### config.mk
export PLATFORM = sky130hd
export DESIGN_NAME = flash_write_message_framer_flat
export DESIGN_NICKNAME = d
export VERILOG_FILES = /design/src/hw/rtl/fwmf_pkg.sv /design/src/hw/rtl/fwmf_in_if.sv /design/src/hw/rtl/fwmf_out_if.sv /design/src/hw/rtl/fwmf_front.sv /design/src/hw/rtl/fwmf_queue.sv /design/src/hw/rtl/fwmf_back.sv /design/src/hw/rtl/flash_write_message_framer.sv /design/src/flat_wrapper.sv
export SDC_FILE = /design/constraint.sdc
export NUM_CORES = 1
export LEC_CHECK = 0
export ABC_AREA = 1
export BUFFER_PORTS_ARGS = -buffer_cell sky130_fd_sc_hd__clkbuf_2
export CAP_MARGIN = 20
export CORE_AREA = 2 2 212 131
export DETAILED_ROUTE_END_ITERATION = 6
export DIE_AREA = 0 0 214 133
export PLACE_DENSITY = 0.71
export SLEW_MARGIN = 20
export SYNTH_ARGS = -nofsm -noshare
export SYNTH_HDL_FRONTEND = slang
export SYNTH_SLANG_ARGS = --single-unit
### constraint.sdc
create_clock -name clk -period 6.55 [get_ports clk]
set_input_delay 0.655 -clock clk [delete_from_list [all_inputs] [get_ports clk]]
set_output_delay 0.655 -clock clk [all_outputs]
set_load 0.01 [all_outputs]
### src/hw/rtl/fwmf_pkg.sv
// Shared constants and types of the flash-write message framer.
package fwmf_pkg;

    localparam int OFFSET_W    = 25;
    localparam int BYTE_W      = 8;
    localparam int CHUNK_BYTES = 128;
    localparam int ADDR_BYTES  = 4;
    localparam int HDR_EXTRA   = 2 + ADDR_BYTES;
    localparam int QUEUE_DEPTH = 4;

    localparam logic [BYTE_W-1:0] MSG_TYPE = 8'h09;

    // Position of an emitted byte within one message.
    localparam logic [2:0] POS_LEN   = 3'd0;
    localparam logic [2:0] POS_TYPE  = 3'd1;
    localparam logic [2:0] POS_OFF0  = 3'd2;
    localparam logic [2:0] POS_OFF1  = 3'd3;
    localparam logic [2:0] POS_OFF2  = 3'd4;
    localparam logic [2:0] POS_OFF3  = 3'd5;
    localparam logic [2:0] POS_DATA  = 3'd6;
    localparam logic [2:0] POS_CKSUM = 3'd7;

    typedef struct packed {
        logic [BYTE_W-1:0]   data_byte;
        logic                excess;
        logic                hdr;
        logic [BYTE_W-1:0]   len_byte;
        logic [OFFSET_W-1:0] offset;
        logic                last;
        logic                done;
    } cmd_t;

endpackage

### src/hw/rtl/fwmf_in_if.sv
// Request channel carrying image bytes into the framer.
interface fwmf_in_if;
    logic       valid;
    logic       ready;
    logic [7:0] data_byte;

    modport source (output valid, output data_byte, input ready);
    modport sink   (input valid, input data_byte, output ready);
endinterface

### src/hw/rtl/fwmf_out_if.sv
// Request channel carrying message bytes out of the framer.
interface fwmf_out_if;
    logic       valid;
    logic       ready;
    logic [7:0] out_byte;
    logic       last_of_run;
    logic       frame_end;
    logic       image_done;
    logic       excess;

    modport source (output valid, output out_byte, output last_of_run, output frame_end,
                    output image_done, output excess, input ready);
    modport sink   (input valid, input out_byte, input last_of_run, input frame_end,
                    input image_done, input excess, output ready);
endinterface

### src/hw/rtl/fwmf_front.sv
// Front end: accepts image bytes, tracks chunking and issues commands.
module fwmf_front
(
    input  logic                          clk,
    input  logic                          rst_n,
    input  logic                          cfg_we,
    input  logic [fwmf_pkg::OFFSET_W-1:0] cfg_wdata,
    fwmf_in_if.sink                       din,
    input  logic                          q_full,
    output logic                          q_push,
    output fwmf_pkg::cmd_t                q_cmd
);

    logic [fwmf_pkg::OFFSET_W-1:0] image_length_reg;
    logic [fwmf_pkg::OFFSET_W-1:0] byte_offset_reg, byte_offset_next;
    logic [fwmf_pkg::BYTE_W-1:0]   chunk_left_reg, chunk_left_next;

    logic                          open_msg;
    logic                          is_excess;
    logic [fwmf_pkg::OFFSET_W-1:0] remaining;
    logic [fwmf_pkg::BYTE_W-1:0]   size;
    logic [fwmf_pkg::BYTE_W-1:0]   cur_left;
    logic [fwmf_pkg::BYTE_W-1:0]   left_after;
    logic [fwmf_pkg::OFFSET_W-1:0] offset_after;

    assign din.ready = !q_full;
    assign q_push    = din.valid && !q_full;

    always_comb
    begin
        open_msg     = chunk_left_reg != '0;
        is_excess    = !open_msg && (byte_offset_reg >= image_length_reg);
        remaining    = image_length_reg - byte_offset_reg;
        size         = (remaining > fwmf_pkg::OFFSET_W'(fwmf_pkg::CHUNK_BYTES))
                       ? fwmf_pkg::BYTE_W'(fwmf_pkg::CHUNK_BYTES)
                       : remaining[fwmf_pkg::BYTE_W-1:0];
        cur_left     = open_msg ? chunk_left_reg : size;
        left_after   = cur_left - 8'd1;
        offset_after = byte_offset_reg + 25'd1;

        q_cmd.data_byte = din.data_byte;
        q_cmd.excess    = is_excess;
        q_cmd.hdr       = !open_msg;
        q_cmd.len_byte  = size + fwmf_pkg::BYTE_W'(fwmf_pkg::HDR_EXTRA);
        q_cmd.offset    = byte_offset_reg;
        q_cmd.last      = left_after == '0;
        q_cmd.done      = (left_after == '0) && (offset_after >= image_length_reg);

        chunk_left_next  = chunk_left_reg;
        byte_offset_next = byte_offset_reg;
        if (q_push && !is_excess)
        begin
            chunk_left_next  = left_after;
            byte_offset_next = offset_after;
        end
    end

    always_ff @(posedge clk or negedge rst_n)
    begin
        if (!rst_n)
        begin
            image_length_reg <= '0;
            byte_offset_reg  <= '0;
            chunk_left_reg   <= '0;
        end
        else
        begin
            if (cfg_we)
            begin
                image_length_reg <= cfg_wdata;
            end
            byte_offset_reg <= byte_offset_next;
            chunk_left_reg  <= chunk_left_next;
        end
    end

endmodule

### src/hw/rtl/fwmf_queue.sv
// Short command queue between the front and back ends.
module fwmf_queue
#(
    parameter int DEPTH = fwmf_pkg::QUEUE_DEPTH
)
(
    input  logic           clk,
    input  logic           rst_n,
    input  logic           push,
    input  fwmf_pkg::cmd_t push_cmd,
    output logic           full,
    input  logic           pop,
    output logic           empty,
    output fwmf_pkg::cmd_t head_cmd
);

    localparam int PTR_W = (DEPTH > 1) ? $clog2(DEPTH) : 1;
    localparam int CNT_W = $clog2(DEPTH + 1);

    fwmf_pkg::cmd_t entries_reg [DEPTH];
    logic [PTR_W-1:0] wr_ptr_reg, wr_ptr_next;
    logic [PTR_W-1:0] rd_ptr_reg, rd_ptr_next;
    logic [CNT_W-1:0] count_reg, count_next;
    logic             do_push, do_pop;

    assign full     = count_reg == CNT_W'(DEPTH);
    assign empty    = count_reg == '0;
    assign head_cmd = entries_reg[rd_ptr_reg];
    assign do_push  = push && !full;
    assign do_pop   = pop && !empty;

    always_comb
    begin
        wr_ptr_next = wr_ptr_reg;
        rd_ptr_next = rd_ptr_reg;
        count_next  = count_reg;
        if (do_push)
        begin
            wr_ptr_next = (wr_ptr_reg == PTR_W'(DEPTH - 1)) ? '0 : wr_ptr_reg + 1'b1;
        end
        if (do_pop)
        begin
            rd_ptr_next = (rd_ptr_reg == PTR_W'(DEPTH - 1)) ? '0 : rd_ptr_reg + 1'b1;
        end
        if (do_push && !do_pop)
        begin
            count_next = count_reg + 1'b1;
        end
        else if (do_pop && !do_push)
        begin
            count_next = count_reg - 1'b1;
        end
    end

    always_ff @(posedge clk)
    begin
        if (do_push)
        begin
            entries_reg[wr_ptr_reg] <= push_cmd;
        end
    end

    always_ff @(posedge clk or negedge rst_n)
    begin
        if (!rst_n)
        begin
            wr_ptr_reg <= '0;
            rd_ptr_reg <= '0;
            count_reg  <= '0;
        end
        else
        begin
            wr_ptr_reg <= wr_ptr_next;
            rd_ptr_reg <= rd_ptr_next;
            count_reg  <= count_next;
        end
    end

endmodule

### src/hw/rtl/fwmf_back.sv
// Back end: expands commands into message bytes and keeps the checksum.
module fwmf_back
(
    input  logic           clk,
    input  logic           rst_n,
    input  logic           q_empty,
    input  fwmf_pkg::cmd_t head_cmd,
    output logic           q_pop,
    fwmf_out_if.source     dout
);

    logic [2:0] phase_reg, phase_next;
    logic [7:0] xor_reg, xor_next;
    logic       valid_reg;
    logic [7:0] byte_reg;
    logic       last_reg, fend_reg, done_reg, exc_reg;

    logic       emit;
    logic [2:0] pos;
    logic [7:0] cur_byte;
    logic       final_byte;

    assign emit  = !q_empty && (!valid_reg || dout.ready);
    assign q_pop = emit && final_byte;

    always_comb
    begin
        // Commands without a header start directly at the payload byte.
        pos = head_cmd.hdr ? phase_reg : phase_reg + fwmf_pkg::POS_DATA;

        unique case (pos)
            fwmf_pkg::POS_LEN:   cur_byte = head_cmd.len_byte;
            fwmf_pkg::POS_TYPE:  cur_byte = fwmf_pkg::MSG_TYPE;
            fwmf_pkg::POS_OFF0:  cur_byte = head_cmd.offset[7:0];
            fwmf_pkg::POS_OFF1:  cur_byte = head_cmd.offset[15:8];
            fwmf_pkg::POS_OFF2:  cur_byte = head_cmd.offset[23:16];
            fwmf_pkg::POS_OFF3:  cur_byte = {7'd0, head_cmd.offset[24]};
            fwmf_pkg::POS_DATA:  cur_byte = head_cmd.data_byte;
            fwmf_pkg::POS_CKSUM: cur_byte = xor_reg;
            default:             cur_byte = head_cmd.data_byte;
        endcase

        final_byte = head_cmd.excess || (pos == fwmf_pkg::POS_CKSUM)
                     || ((pos == fwmf_pkg::POS_DATA) && !head_cmd.last);

        phase_next = phase_reg;
        xor_next   = xor_reg;
        if (emit)
        begin
            phase_next = final_byte ? 3'd0 : phase_reg + 3'd1;
            if (!head_cmd.excess)
            begin
                if (pos == fwmf_pkg::POS_LEN)
                begin
                    xor_next = cur_byte;
                end
                else if (pos == fwmf_pkg::POS_CKSUM)
                begin
                    xor_next = '0;
                end
                else
                begin
                    xor_next = xor_reg ^ cur_byte;
                end
            end
        end
    end

    always_ff @(posedge clk)
    begin
        if (emit)
        begin
            byte_reg <= head_cmd.excess ? 8'd0 : cur_byte;
            last_reg <= final_byte;
            fend_reg <= !head_cmd.excess && (pos == fwmf_pkg::POS_CKSUM);
            done_reg <= !head_cmd.excess && (pos == fwmf_pkg::POS_CKSUM) && head_cmd.done;
            exc_reg  <= head_cmd.excess;
        end
    end

    always_ff @(posedge clk or negedge rst_n)
    begin
        if (!rst_n)
        begin
            phase_reg <= '0;
            xor_reg   <= '0;
            valid_reg <= 1'b0;
        end
        else
        begin
            phase_reg <= phase_next;
            xor_reg   <= xor_next;
            if (emit)
            begin
                valid_reg <= 1'b1;
            end
            else if (dout.ready)
            begin
                valid_reg <= 1'b0;
            end
        end
    end

    assign dout.valid       = valid_reg;
    assign dout.out_byte    = byte_reg;
    assign dout.last_of_run = last_reg;
    assign dout.frame_end   = fend_reg;
    assign dout.image_done  = done_reg;
    assign dout.excess      = exc_reg;

endmodule

### src/hw/rtl/flash_write_message_framer.sv
// Each accepted request is written into the command queue; the back end registers its message bytes for the output.
// The back end sends one message byte per cycle while the output port is ready; a request
// becomes 1 message byte, 2 with a checksum, 7 with a header, or 8 with both.
// The front end keeps taking requests while the command queue has room.
// Reset clears the image length, byte offset, open chunk, checksum, queue and output valid.
module flash_write_message_framer
#(
    parameter int QUEUE_DEPTH = fwmf_pkg::QUEUE_DEPTH
)
(
    input  logic                          clk,
    input  logic                          rst_n,
    input  logic                          cfg_we,
    input  logic [fwmf_pkg::OFFSET_W-1:0] cfg_wdata,
    fwmf_in_if.sink                       din,
    fwmf_out_if.source                    dout
);

    logic           q_push, q_full, q_pop, q_empty;
    fwmf_pkg::cmd_t push_cmd, head_cmd;

    fwmf_front u_front
    (
        .clk       (clk),
        .rst_n     (rst_n),
        .cfg_we    (cfg_we),
        .cfg_wdata (cfg_wdata),
        .din       (din),
        .q_full    (q_full),
        .q_push    (q_push),
        .q_cmd     (push_cmd)
    );

    fwmf_queue #(
        .DEPTH (QUEUE_DEPTH)
    ) u_queue
    (
        .clk      (clk),
        .rst_n    (rst_n),
        .push     (q_push),
        .push_cmd (push_cmd),
        .full     (q_full),
        .pop      (q_pop),
        .empty    (q_empty),
        .head_cmd (head_cmd)
    );

    fwmf_back u_back
    (
        .clk      (clk),
        .rst_n    (rst_n),
        .q_empty  (q_empty),
        .head_cmd (head_cmd),
        .q_pop    (q_pop),
        .dout     (dout)
    );

endmodule
### src/flat_wrapper.sv
// flat-port wrapper written by rule: the top's interface ports become plain ports
module flash_write_message_framer_flat 
#(
    parameter int QUEUE_DEPTH = fwmf_pkg::QUEUE_DEPTH
)
  (clk, rst_n, cfg_we, cfg_wdata, din_valid, din_data_byte, din_ready, dout_valid, dout_out_byte, dout_last_of_run, dout_frame_end, dout_image_done, dout_excess, dout_ready);
  fwmf_in_if din_i ();
  fwmf_out_if dout_i ();
  input  logic clk;
  input  logic rst_n;
  input  logic cfg_we;
  input  logic [fwmf_pkg::OFFSET_W-1:0] cfg_wdata;
  input wire logic [$bits(din_i.valid)-1:0] din_valid;
  input wire logic [$bits(din_i.data_byte)-1:0] din_data_byte;
  output wire logic [$bits(din_i.ready)-1:0] din_ready;
  output wire logic [$bits(dout_i.valid)-1:0] dout_valid;
  output wire logic [$bits(dout_i.out_byte)-1:0] dout_out_byte;
  output wire logic [$bits(dout_i.last_of_run)-1:0] dout_last_of_run;
  output wire logic [$bits(dout_i.frame_end)-1:0] dout_frame_end;
  output wire logic [$bits(dout_i.image_done)-1:0] dout_image_done;
  output wire logic [$bits(dout_i.excess)-1:0] dout_excess;
  input wire logic [$bits(dout_i.ready)-1:0] dout_ready;
  assign din_i.valid = din_valid;
  assign din_i.data_byte = din_data_byte;
  assign din_ready = din_i.ready;
  assign dout_valid = dout_i.valid;
  assign dout_out_byte = dout_i.out_byte;
  assign dout_last_of_run = dout_i.last_of_run;
  assign dout_frame_end = dout_i.frame_end;
  assign dout_image_done = dout_i.image_done;
  assign dout_excess = dout_i.excess;
  assign dout_i.ready = dout_ready;
  flash_write_message_framer #(.QUEUE_DEPTH(QUEUE_DEPTH)) u_core (.clk(clk), .rst_n(rst_n), .cfg_we(cfg_we), .cfg_wdata(cfg_wdata), .din(din_i), .dout(dout_i));
endmodule
==> results of run 1 <==
## path summary, 6_finish.rpt
| check | endpoint | from | cells after the start |
|---|---|---|---|
| max in group asynchronous | u_core.u_queue.rd_ptr_reg[0]$_DFFE_PN0P_ | rst_n | 2 |
| hold reg to reg | u_core.u_front.chunk_left_reg[1]$_DFFE_PN0P_ | u_core.u_front.chunk_left_reg[1]$_DFFE_PN0P_ | 2 |
| setup / recovery | u_core.u_queue.entries_reg[0][0]$_DFFE_PP_ | u_core.u_front.byte_offset_reg[0]$_DFFE_PN0P_ | 18 |
| setup reg to reg | u_core.u_queue.entries_reg[0][0]$_DFFE_PP_ | u_core.u_front.byte_offset_reg[0]$_DFFE_PN0P_ | 18 |
| min in group clk | u_core.u_back.dout.valid$_DFFE_PN0P_ | dout_ready | 2 |
| hold / removal | u_core.u_queue.wr_ptr_reg[1]$_DFFE_PN0P_ | rst_n | 1 |
## metal layers
layer | GRT usage | vias to the layer above | wire length [µm]
li1 | - | 5411 | -
met1 | 0.424 | 5314 | 18100
met2 | 0.355 | 452 | 14800
met3 | 0.0747 | 40 | 4120
met4 | 0.0451 | 0 | 526
met5 | 0 | - | 0
## through the flow
stage	utilization	setup slack (ns)	instance area, µm²	instances
2_1_floorplan	-	3.06	14400	1599
3_3_place_gp	0.563	2.32	15100	1986
3_5_place_dp	0.563	2.11	15100	1986
5_1_grt	0.593	1.71	15900	2031
6_report	0.593	1.96	15900	2031
4_1_cts	0.592	2.11	15900	2031
## critical path, cell delays in order (launching register included)
cell      delay (ns)
dfrtp_1         0.53
ha_1            0.25
nand3_1         0.16
nor3_2          0.20
inv_1           0.10
nor4_1          0.32
nand3_1         0.19
nor3_1          0.28
nand4_1         0.39
nor3_1          0.33
xor2_1          0.21
inv_1           0.07
ha_1            0.30
nand4_1         0.12
nor4_1          0.06
a221oi_1        0.28
o21ai_0         0.21
a21oi_1         0.26
nor2_2          0.09
## synth_stat cells (9+ instances only)
cell type,number
edfxtp_1,192
nor2_2,11
a21oi_1,51
o22ai_1,30
nand2_1,338
nor2_1,181
inv_1,227
nand2_2,19
nor3_1,9
nand4_1,24
ha_1,61
o21ai_0,160
dfrtp_1,77
a31oi_1,11
xor2_1,27
clkbuf_1,37
nand3_1,54
## layout by cell type (no fill, tap or decap), types with 4 or more instances in the layout
cell type and count:
nor4_1 4, nand2_2 19, clkbuf_2 50, nand4_1 24
dfrtp_1 76, nor2_4 10, a21oi_1 51, o211ai_1 4
clkbuf_16 25, a31oi_1 10, inv_2 7, nand2_1 338
o21ai_0 160, clkbuf_1 8, ha_1 61, buf_4 13
or2_2 4, nand3_1 54, xor2_1 27, nand3_2 7
nor3_1 9, edfxtp_1 192, nor2_2 13, nor2_1 175
inv_1 227, o22ai_1 30, nor3_2 5
## where the power goes
group          leakage (nW)  internal [W]  switching (W)
registers              2.75       0.00231       0.000232
logic                  3.86      0.000941        0.00222
clock network         0.391      0.000820       0.000628
## cell families (layout without fill, tap and decap cells)
group                      after synthesis  after routing
and+or+nand+nor                        679            679
DFF                                    269            269
buffers and inverters                  277            342
xor gates and xnor gates                29             29
AOI/OAI and AO/OA                      282            282
adders and majority gates               63             63
## cell type report
| type | count | area share |
|---|---|---|
| clock inverters | 9 | 0.00631 |
| inverters | 234 | 0.0554 |
| multi-input cells | 1053 | 0.358 |
| flip-flops and latches | 269 | 0.485 |
| well taps | 367 | 0.0290 |
| repair buffers | 63 | 0.0219 |
| clock buffers | 36 | 0.0440 |
==> impl_metrics.env, run 1 <==
export IMPL_yosys_register_bits=269
export IMPL_critPathArrivalTime_ns=4.86
export IMPL_synthCells=1599
export IMPL_post_cts_resized=0
export IMPL_die_area_mm2=0.0285
export IMPL_routed_wl_um=37500
export IMPL_synth_edf_count=192
export IMPL_dp_final_hpwl_um=26800
export IMPL_p_total_w=0.00715
export IMPL_largest_register_ff_count=180
export IMPL_final_layout_size_suffix_gt1_frac=0.108
export IMPL_multiInputGateArea_mm2=0.00568
export IMPL_rsz0062_at_grt="false"
export IMPL_insertedDiodeCount=0
export IMPL_holdBufCountCts=0
export IMPL_die_h_um=133
export IMPL_hold_violations=0
export IMPL_drtIter0Drc=1301
export IMPL_worstSetupEndpointType="register"
export IMPL_muxShareOfSynthArea=0
export IMPL_tightest_slew_ns=1.03
export IMPL_fin_setup_tns_ns=0
export IMPL_synthToLayoutAreaGrowth_pct=10.3
export IMPL_grt_usage=0.265
export IMPL_drv_cap=0
export IMPL_n_fill_cell=2315
export IMPL_rows=47
export IMPL_critPathRequiredTime_ns=6.82
export IMPL_synth_top_family_by_area="simple AND/OR/NAND/NOR gates"
export IMPL_synth_fa_ha_area_frac=0.0559
export IMPL_hold_ws_ns=0.0685
export IMPL_numClockSinks=269
export IMPL_dieWidth_um=214
export IMPL_firstDrtPassIters=6
export IMPL_post_cts_setup_buffer_count=0
export IMPL_wire_per_inst_um=18.5
export IMPL_synth_area_leader_cell="edfxtp_1"
export IMPL_syn_avg_cell_area_um2=8.99
export IMPL_vias=11200
export IMPL_setup_violations=0
export IMPL_start_kind="register"
export IMPL_antenna_found_initial=0
export IMPL_clock_fmax_mhz=218
export IMPL_cts_root_buf="clkbuf_16"
export IMPL_start_util=0.537
export IMPL_r2r_slack_ns=1.96
export IMPL_synth_compound_area_frac=0.109
export IMPL_run_status="completed"
export IMPL_ir_drop_uv=233
export IMPL_cts_tree="yes"
export IMPL_finalMaxSlewViolations=0
export IMPL_fin_crit_ns=4.59
export IMPL_fin_skew_ns=0.0121
export IMPL_cp_max_fo=9
export IMPL_seq_area_frac_synth=0.535
export IMPL_p_per_area_mw_per_mm2=451
export IMPL_nNetsFinal=1747
export IMPL_drt_vias_per_instance=5.52
export IMPL_synth_simple_area_share=0.210
export IMPL_synth_nets=1700
export IMPL_path_class="reg -> reg"
export IMPL_synthFlopType="edfxtp_1"
export IMPL_synthTopCellsByArea="edfxtp_1 40%, dfrtp_1 13%, nand2_1 8.8%"
export IMPL_hp_class="in -> async"
export IMPL_maxSlewHeadroom=0.308
export IMPL_grt_pass1_vias=10400
export IMPL_grt_pass1_wl_um=58500
export IMPL_overflow=0
export IMPL_portBuffers=51
export IMPL_synth_top_area_share=0.401
export IMPL_drc=0
export IMPL_period_share=0.701
export IMPL_static_leakage_power_nw=7.00
export IMPL_clk_pin_slew_ns=0.06
export IMPL_design_core_area_mm2=0.0268
export IMPL_netlist_area_mm2=0.0144
export IMPL_seq_area_mm2=0.00769
export IMPL_synth_warnings=0
export IMPL_gp_congestion=0.965
export IMPL_clockBufferDepth=3
export IMPL_ant_nets=0
export IMPL_grt_max_degree=63
export IMPL_pin_count=52
export IMPL_numCtsBuffers=25
export IMPL_clock_latency_ns=0.53
export IMPL_async_flop_share=0.286
export IMPL_htreeDepth=1
export IMPL_ys_types=52
export IMPL_synth_xor_area_frac=0.0177
Power figures use the tool's default switching activity.
==> run 2, diff against run 1 <==
PLACE_DENSITY = 0.74   (was 0.71)
clock period = 3.9 ns   (was 6.55 ns; I/O delays follow)
==> impl_metrics.env, run 2 (synthesized netlist as in run 1, its figures left out) <==
export IMPL_vias=11600
export IMPL_run_status="complete, but fails checks"
export IMPL_r2r_slack_ns=0.11
export IMPL_mostFrequentLayoutCells="336 x nand2_1, 222 x inv_1, 192 x edfxtp_1, 171 x nor2_1, 157 x o21ai_0"
export IMPL_overflow=0
export IMPL_maxSlewHeadroom=0.359
export IMPL_finalMaxSlewViolations=0
export IMPL_grt_pass1_vias=10600
export IMPL_antenna_found_initial=0
export IMPL_met3_usage=0.0586
export IMPL_grt_pass1_wl_um=60300
export IMPL_setup_violations=0
export IMPL_dp_final_hpwl_um=28100
export IMPL_die_h_um=133
export IMPL_violations="DRC"
export IMPL_rows=47
export IMPL_drc=6
export IMPL_critPathArrivalTime_ns=4.08
export IMPL_ir_drop_uv=544
export IMPL_fin_crit_ns=3.79
export IMPL_path_class="reg -> reg"
export IMPL_met2_usage=0.375
export IMPL_hp_class="in -> reg"
export IMPL_gp_congestion=0.932
export IMPL_p_switching_w=0.00537
export IMPL_worstReg2RegStart="u_core.u_front.byte_offset_reg[0]$_DFFE_PN0P_"
export IMPL_start_util=0.537
export IMPL_htreeDepth=1
export IMPL_reg2reg_depth=20
export IMPL_rr_endpoint="u_core.u_queue.entries_reg[1][0]$_DFFE_PP_"
export IMPL_period_share=0.971
export IMPL_cts_root_buf="clkbuf_16"
export IMPL_worstSetupEndpointType="register"
export IMPL_ant_nets=0
export IMPL_hold_ws_ns=0.0574
export IMPL_met1_usage=0.445
export IMPL_hold_violations=0
export IMPL_drt_vias_per_instance=5.54
export IMPL_power_frac_comb=0.461
export IMPL_grt_usage=0.273
export IMPL_portBuffers=51
export IMPL_critPathRequiredTime_ns=4.19
export IMPL_design_core_area_mm2=0.0268
export IMPL_fin_setup_tns_ns=0
export IMPL_tightest_slew_ns=0.961
export IMPL_grt_max_degree=70
export IMPL_numClockSinks=269
export IMPL_drv_cap=0
export IMPL_synthToLayoutAreaGrowth_pct=15.8
export IMPL_endpoint="u_core.u_queue.entries_reg[1][0]$_DFFE_PP_"
export IMPL_crit_start="u_core.u_front.byte_offset_reg[0]$_DFFE_PN0P_"
export IMPL_power_frac_seq=0.331
export IMPL_wire_per_inst_um=18.7
export IMPL_die_area_mm2=0.0285
export IMPL_dieWidth_um=214
export IMPL_start_kind="register"
export IMPL_firstDrtPassIters=7
export IMPL_rsz0062_at_grt="true"
export IMPL_clock_fmax_mhz=264
export IMPL_clockBufferDepth=3
export IMPL_largest_register_ff_count=180
export IMPL_numCtsBuffers=26
export IMPL_cts_tree="yes"
export IMPL_p_clk_frac=0.207
export IMPL_insertedDiodeCount=0
export IMPL_routed_wl_um=39200
export IMPL_static_leakage_power_nw=7.45
export IMPL_nNetsFinal=1810
export IMPL_final_layout_size_suffix_gt1_frac=0.162
export IMPL_final_common_cell="nand2_1"
export IMPL_fin_skew_ns=0.0129
export IMPL_switching_share=0.426
export IMPL_clock_latency_ns=0.54
export IMPL_cp_max_fo=6
export IMPL_p_int_w=0.00723
export IMPL_clk_pin_slew_ns=0.07
export IMPL_pin_count=52
export IMPL_p_per_area_mw_per_mm2=757
export IMPL_drtIter0Drc=1535
export IMPL_n_fill_cell=2266
export IMPL_grt_busiest_layer="met1"
[run 2: metrics by stage]
| step | setup slack (ns) | utilization | total power, W | cells | area [µm²] |
|---|---|---|---|---|---|
| 3_3_place_gp | -0.00225 | 0.576 | 0.00954 | 2027 | 15400 |
| 6_report | 0.114 | 0.622 | 0.0126 | 2096 | 16600 |
| 4_1_cts | 0.00287 | 0.609 | 0.0124 | 2077 | 16300 |
| 2_1_floorplan | 0.413 | - | 0.00788 | 1599 | 14400 |
| 5_1_grt | -0.109 | 0.622 | 0.0134 | 2096 | 16600 |
| 3_5_place_dp | -0.0843 | 0.576 | 0.00971 | 2027 | 15400 |
[run 2: timing repair]
action | 4_1_cts | 5_1_grt
hold buffers | 1 | 0
setup buffers | 1 | 19
setup endpoints to repair | 4 | 24
pin swaps | 1 | 22
resized for setup | 1 | 52
endpoints found under the hold margin | 43 | 0
[run 2: how the worst min path moves through the flow]
stage | to | cells after the start | start | slack (ns)
3_3_place_gp | u_core.u_front.chunk_left_reg[4]$_DFFE_PN0P_ | 1 | rst_n | 0.46
2_1_floorplan | u_core.u_back.dout.valid$_DFFE_PN0P_ | 0 | rst_n | 0.09
6_report | u_core.u_back.dout.valid$_DFFE_PN0P_ | 2 | dout_ready | 0.06
5_1_grt | u_core.u_back.dout.valid$_DFFE_PN0P_ | 2 | dout_ready | 0.04
4_1_cts | u_core.u_back.dout.valid$_DFFE_PN0P_ | 2 | dout_ready | 0.04
3_5_place_dp | u_core.u_front.chunk_left_reg[4]$_DFFE_PN0P_ | 1 | rst_n | 0.47
[run 2: cell type report]
type	count	area, µm²	area share
Timing Repair Buffer	125	868	0.0522
Tap cell	367	459	0.0276
Clock buffer	37	743	0.0446
Clock inverter	11	135	0.00812
Sequential cell	269	7700	0.462
Inverter	234	878	0.0528
Multi-Input combinational cell	1053	5870	0.352
[run 2: worst max-delay path: stages (launching register included)]
cell and delay [ns]:
dfrtp_1 0.40, buf_6 0.15, nand3_2 0.12, nor3_4 0.24, nand3_2 0.11, nor2_2 0.12, inv_2 0.07, nor3_4 0.21
nand4_1 0.27, nor3_4 0.24, buf_6 0.16, nand4_1 0.12, buf_4 0.19, nor3_4 0.13, xor2_1 0.22, inv_1 0.08
ha_1 0.20, a21oi_1 0.15, o21ai_1 0.11, a21oi_2 0.19, nor2_4 0.07
[run 2: per-layer routing]
metal,wire length (µm),vias up
li1,-,5554
met1,18800,5519
met3,3930,37
met2,16000,503
met5,0,-
met4,470,0
[run 2: power by group through the flow]
stage	combinational, W	clock, W	sequential (W)
floorplan	0.00364	0	0.00423
global route	0.00640	0.00275	0.00423
CTS	0.00556	0.00264	0.00415
detailed placement	0.00551	0	0.00420
global placement	0.00536	0	0.00418
finish	0.00582	0.00262	0.00417
==> run 3, diff against run 2 <==
CELL_PAD_IN_SITES_DETAIL_PLACEMENT = 1   (was unset)
CELL_PAD_IN_SITES_GLOBAL_PLACEMENT = 2   (was unset)
CORE_AREA = 2 2 261 160   (was 2 2 212 131)
DIE_AREA = 0 0 263 162   (was 0 0 214 133)
PLACE_DENSITY = unset   (was 0.74)
PLACE_DENSITY_LB_ADDON = 0.1   (was unset)
==> impl_metrics.env, run 3 (synthesized netlist as in run 1, its figures left out) <==
export IMPL_die_area_mm2=0.0426
export IMPL_rows=57
export IMPL_reg2reg_depth=21
export IMPL_ir_drop_uv=447
export IMPL_power_frac_comb=0.480
export IMPL_clock_fmax_mhz=269
export IMPL_start_kind="register"
export IMPL_start_util=0.359
export IMPL_p_total_w=0.0132
export IMPL_htreeDepth=1
export IMPL_grt_usage=0.219
export IMPL_pin_count=52
export IMPL_maxSlewHeadroom=0.353
export IMPL_insertedDiodeCount=0
export IMPL_tightest_slew_ns=0.970
export IMPL_stdcell_count=2296
export IMPL_p_int_w=0.00744
export IMPL_grt_pass1_wl_um=70800
export IMPL_overflow=0
export IMPL_dieWidth_um=263
export IMPL_numClockSinks=269
export IMPL_critPathRequiredTime_ns=4.21
export IMPL_worstReg2RegStart="u_core.u_front.byte_offset_reg[0]$_DFFE_PN0P_"
export IMPL_clockBufferDepth=3
export IMPL_final_common_cell="nand2_1"
export IMPL_vias=11600
export IMPL_place_area_mm2=0.0158
export IMPL_hp_class="in -> reg"
export IMPL_p_per_area_mw_per_mm2=760
export IMPL_hold_end="u_core.u_front.image_length_reg[20]$_DFFE_PN0P_"
export IMPL_period_share=0.953
export IMPL_numCtsBuffers=28
export IMPL_drt_vias_per_instance=5.04
export IMPL_finalMaxSlewViolations=0
export IMPL_rr_endpoint="u_core.u_queue.entries_reg[2][0]$_DFFE_PP_"
export IMPL_setup_violations=0
export IMPL_r2r_slack_ns=0.18
export IMPL_firstDrtPassIters=5
export IMPL_static_leakage_power_nw=7.62
export IMPL_synthToLayoutAreaGrowth_pct=20.5
export IMPL_die_h_um=162
export IMPL_gp_congestion=0.841
export IMPL_crit_start="u_core.u_front.byte_offset_reg[0]$_DFFE_PN0P_"
export IMPL_mostFrequentLayoutCells="327 x nand2_1, 215 x inv_1, 192 x edfxtp_1, 168 x nor2_1, 157 x o21ai_0"
export IMPL_fin_area_mm2=0.0173
export IMPL_hold_ws_ns=0.0329
export IMPL_fin_skew_ns=0.0161
export IMPL_design_core_area_mm2=0.0401
export IMPL_p_switching_w=0.00573
export IMPL_path_class="reg -> reg"
export IMPL_critPathArrivalTime_ns=4.02
export IMPL_clock_latency_ns=0.56
export IMPL_grt_pass1_vias=11500
export IMPL_hold_violations=0
export IMPL_portBuffers=51
export IMPL_p_clk_frac=0.204
export IMPL_holdCritStartpoint="cfg_wdata[20]"
export IMPL_routed_wl_um=46500
export IMPL_clk_pin_slew_ns=0.07
export IMPL_ant_nets=0
export IMPL_antenna_found_initial=0
export IMPL_cts_tree="yes"
export IMPL_worstSetupEndpointType="register"
export IMPL_utilization=0.432
export IMPL_dp_cells=2219
export IMPL_drtIter0Drc=763
export IMPL_largest_register_ff_count=180
export IMPL_final_layout_size_suffix_gt1_frac=0.196
export IMPL_fin_crit_ns=3.72
export IMPL_nNetsFinal=1845
export IMPL_drc=0
export IMPL_dp_final_hpwl_um=34000
export IMPL_power_frac_seq=0.316
export IMPL_n_fill_cell=4652
export IMPL_multiInputGateArea_mm2=0.00606
export IMPL_seq_area_mm2=0.00770
export IMPL_run_status="completed"
export IMPL_switching_share=0.435
export IMPL_cts_root_buf="clkbuf_16"
export IMPL_holdPathStages=3
export IMPL_wire_per_inst_um=20.3
export IMPL_grt_max_degree=68
export IMPL_cp_max_fo=7
export IMPL_drv_cap=0
run 3: layout make-up:
type	count	share of cell area
sequential	269	0.445
multi-input combinational	1053	0.350
timing repair buffer	158	0.0644
inverter	234	0.0507
clock buffer	38	0.0450
tap	531	0.0384
clock inverter	13	0.00686
run 3: critical path: stages, from the launching register on:
cell and delay [ns]:
dfrtp_1 0.37, buf_6 0.11, buf_8 0.13, nand3_4 0.09, nor3_4 0.22, nand3_2 0.12
nor2_2 0.13, inv_2 0.06, nor3_4 0.11, nand4_1 0.25, nor3_4 0.26, buf_12 0.14
nand4_1 0.16, buf_4 0.20, nor3_2 0.12, xor2_1 0.23, inv_1 0.08, ha_1 0.27
nand2_1 0.08, o21ai_1 0.09, a21oi_2 0.18, nor2_4 0.05
run 3: power by group through the flow:
stage / Combinational [W] / Clock [W] / Sequential [W]
finish: 0.00632 / 0.00269 / 0.00416
CTS: 0.00603 / 0.00275 / 0.00415
global placement: 0.00586 / 0 / 0.00418
floorplan: 0.00364 / 0 / 0.00423
global route: 0.00705 / 0.00287 / 0.00423
detailed placement: 0.00599 / 0 / 0.00420
run 3: layer usage:
metal	share of wire	vias up	track usage
li1	-	5618	-
met1	0.55	5715	0.362
met2	0.39	188	0.297
met3	0.044	43	0.0337
met4	0.013	0	0.0332
met5	0	-	0
run 3: worst max-delay path by stage:
| stage | slack (ns) | cells after the start | to |
|---|---|---|---|
| final | 0.18 | 21 | u_core.u_queue.entries_reg[2][0]$_DFFE_PP_ |
| after global routing | -0.06 | 21 | u_core.u_queue.entries_reg[0][0]$_DFFE_PP_ |
| after CTS | 0.01 | 19 | u_core.u_queue.entries_reg[2][0]$_DFFE_PP_ |
| after detailed placement | -0.17 | 19 | u_core.u_queue.entries_reg[1][0]$_DFFE_PP_ |
| after global placement | 0.01 | 17 | u_core.u_queue.entries_reg[1][0]$_DFFE_PP_ |
| after floorplan | 0.41 | 18 | u_core.u_queue.entries_reg[0][0]$_DFFE_PP_ |
run 3: per-stage QoR:
| stage | TNS, ns | setup WS (ns) |
|---|---|---|
| finish | 0 | 0.184 |
| global route | -0.317 | -0.0634 |
| CTS | 0 | 0.0124 |
| detailed placement | -0.694 | -0.174 |
| global placement | 0 | 0.0108 |
| floorplan | 0 | 0.413 |
run 3: what timing repair did:
item / 4_1_cts / 5_1_grt
setup buffers: 0 / 23
setup endpoints to repair: 4 / 18
endpoints found under the hold margin: 18 / 0
hold buffers: 2 / 0
gates resized for setup: 3 / 96
pin swaps: 0 / 42
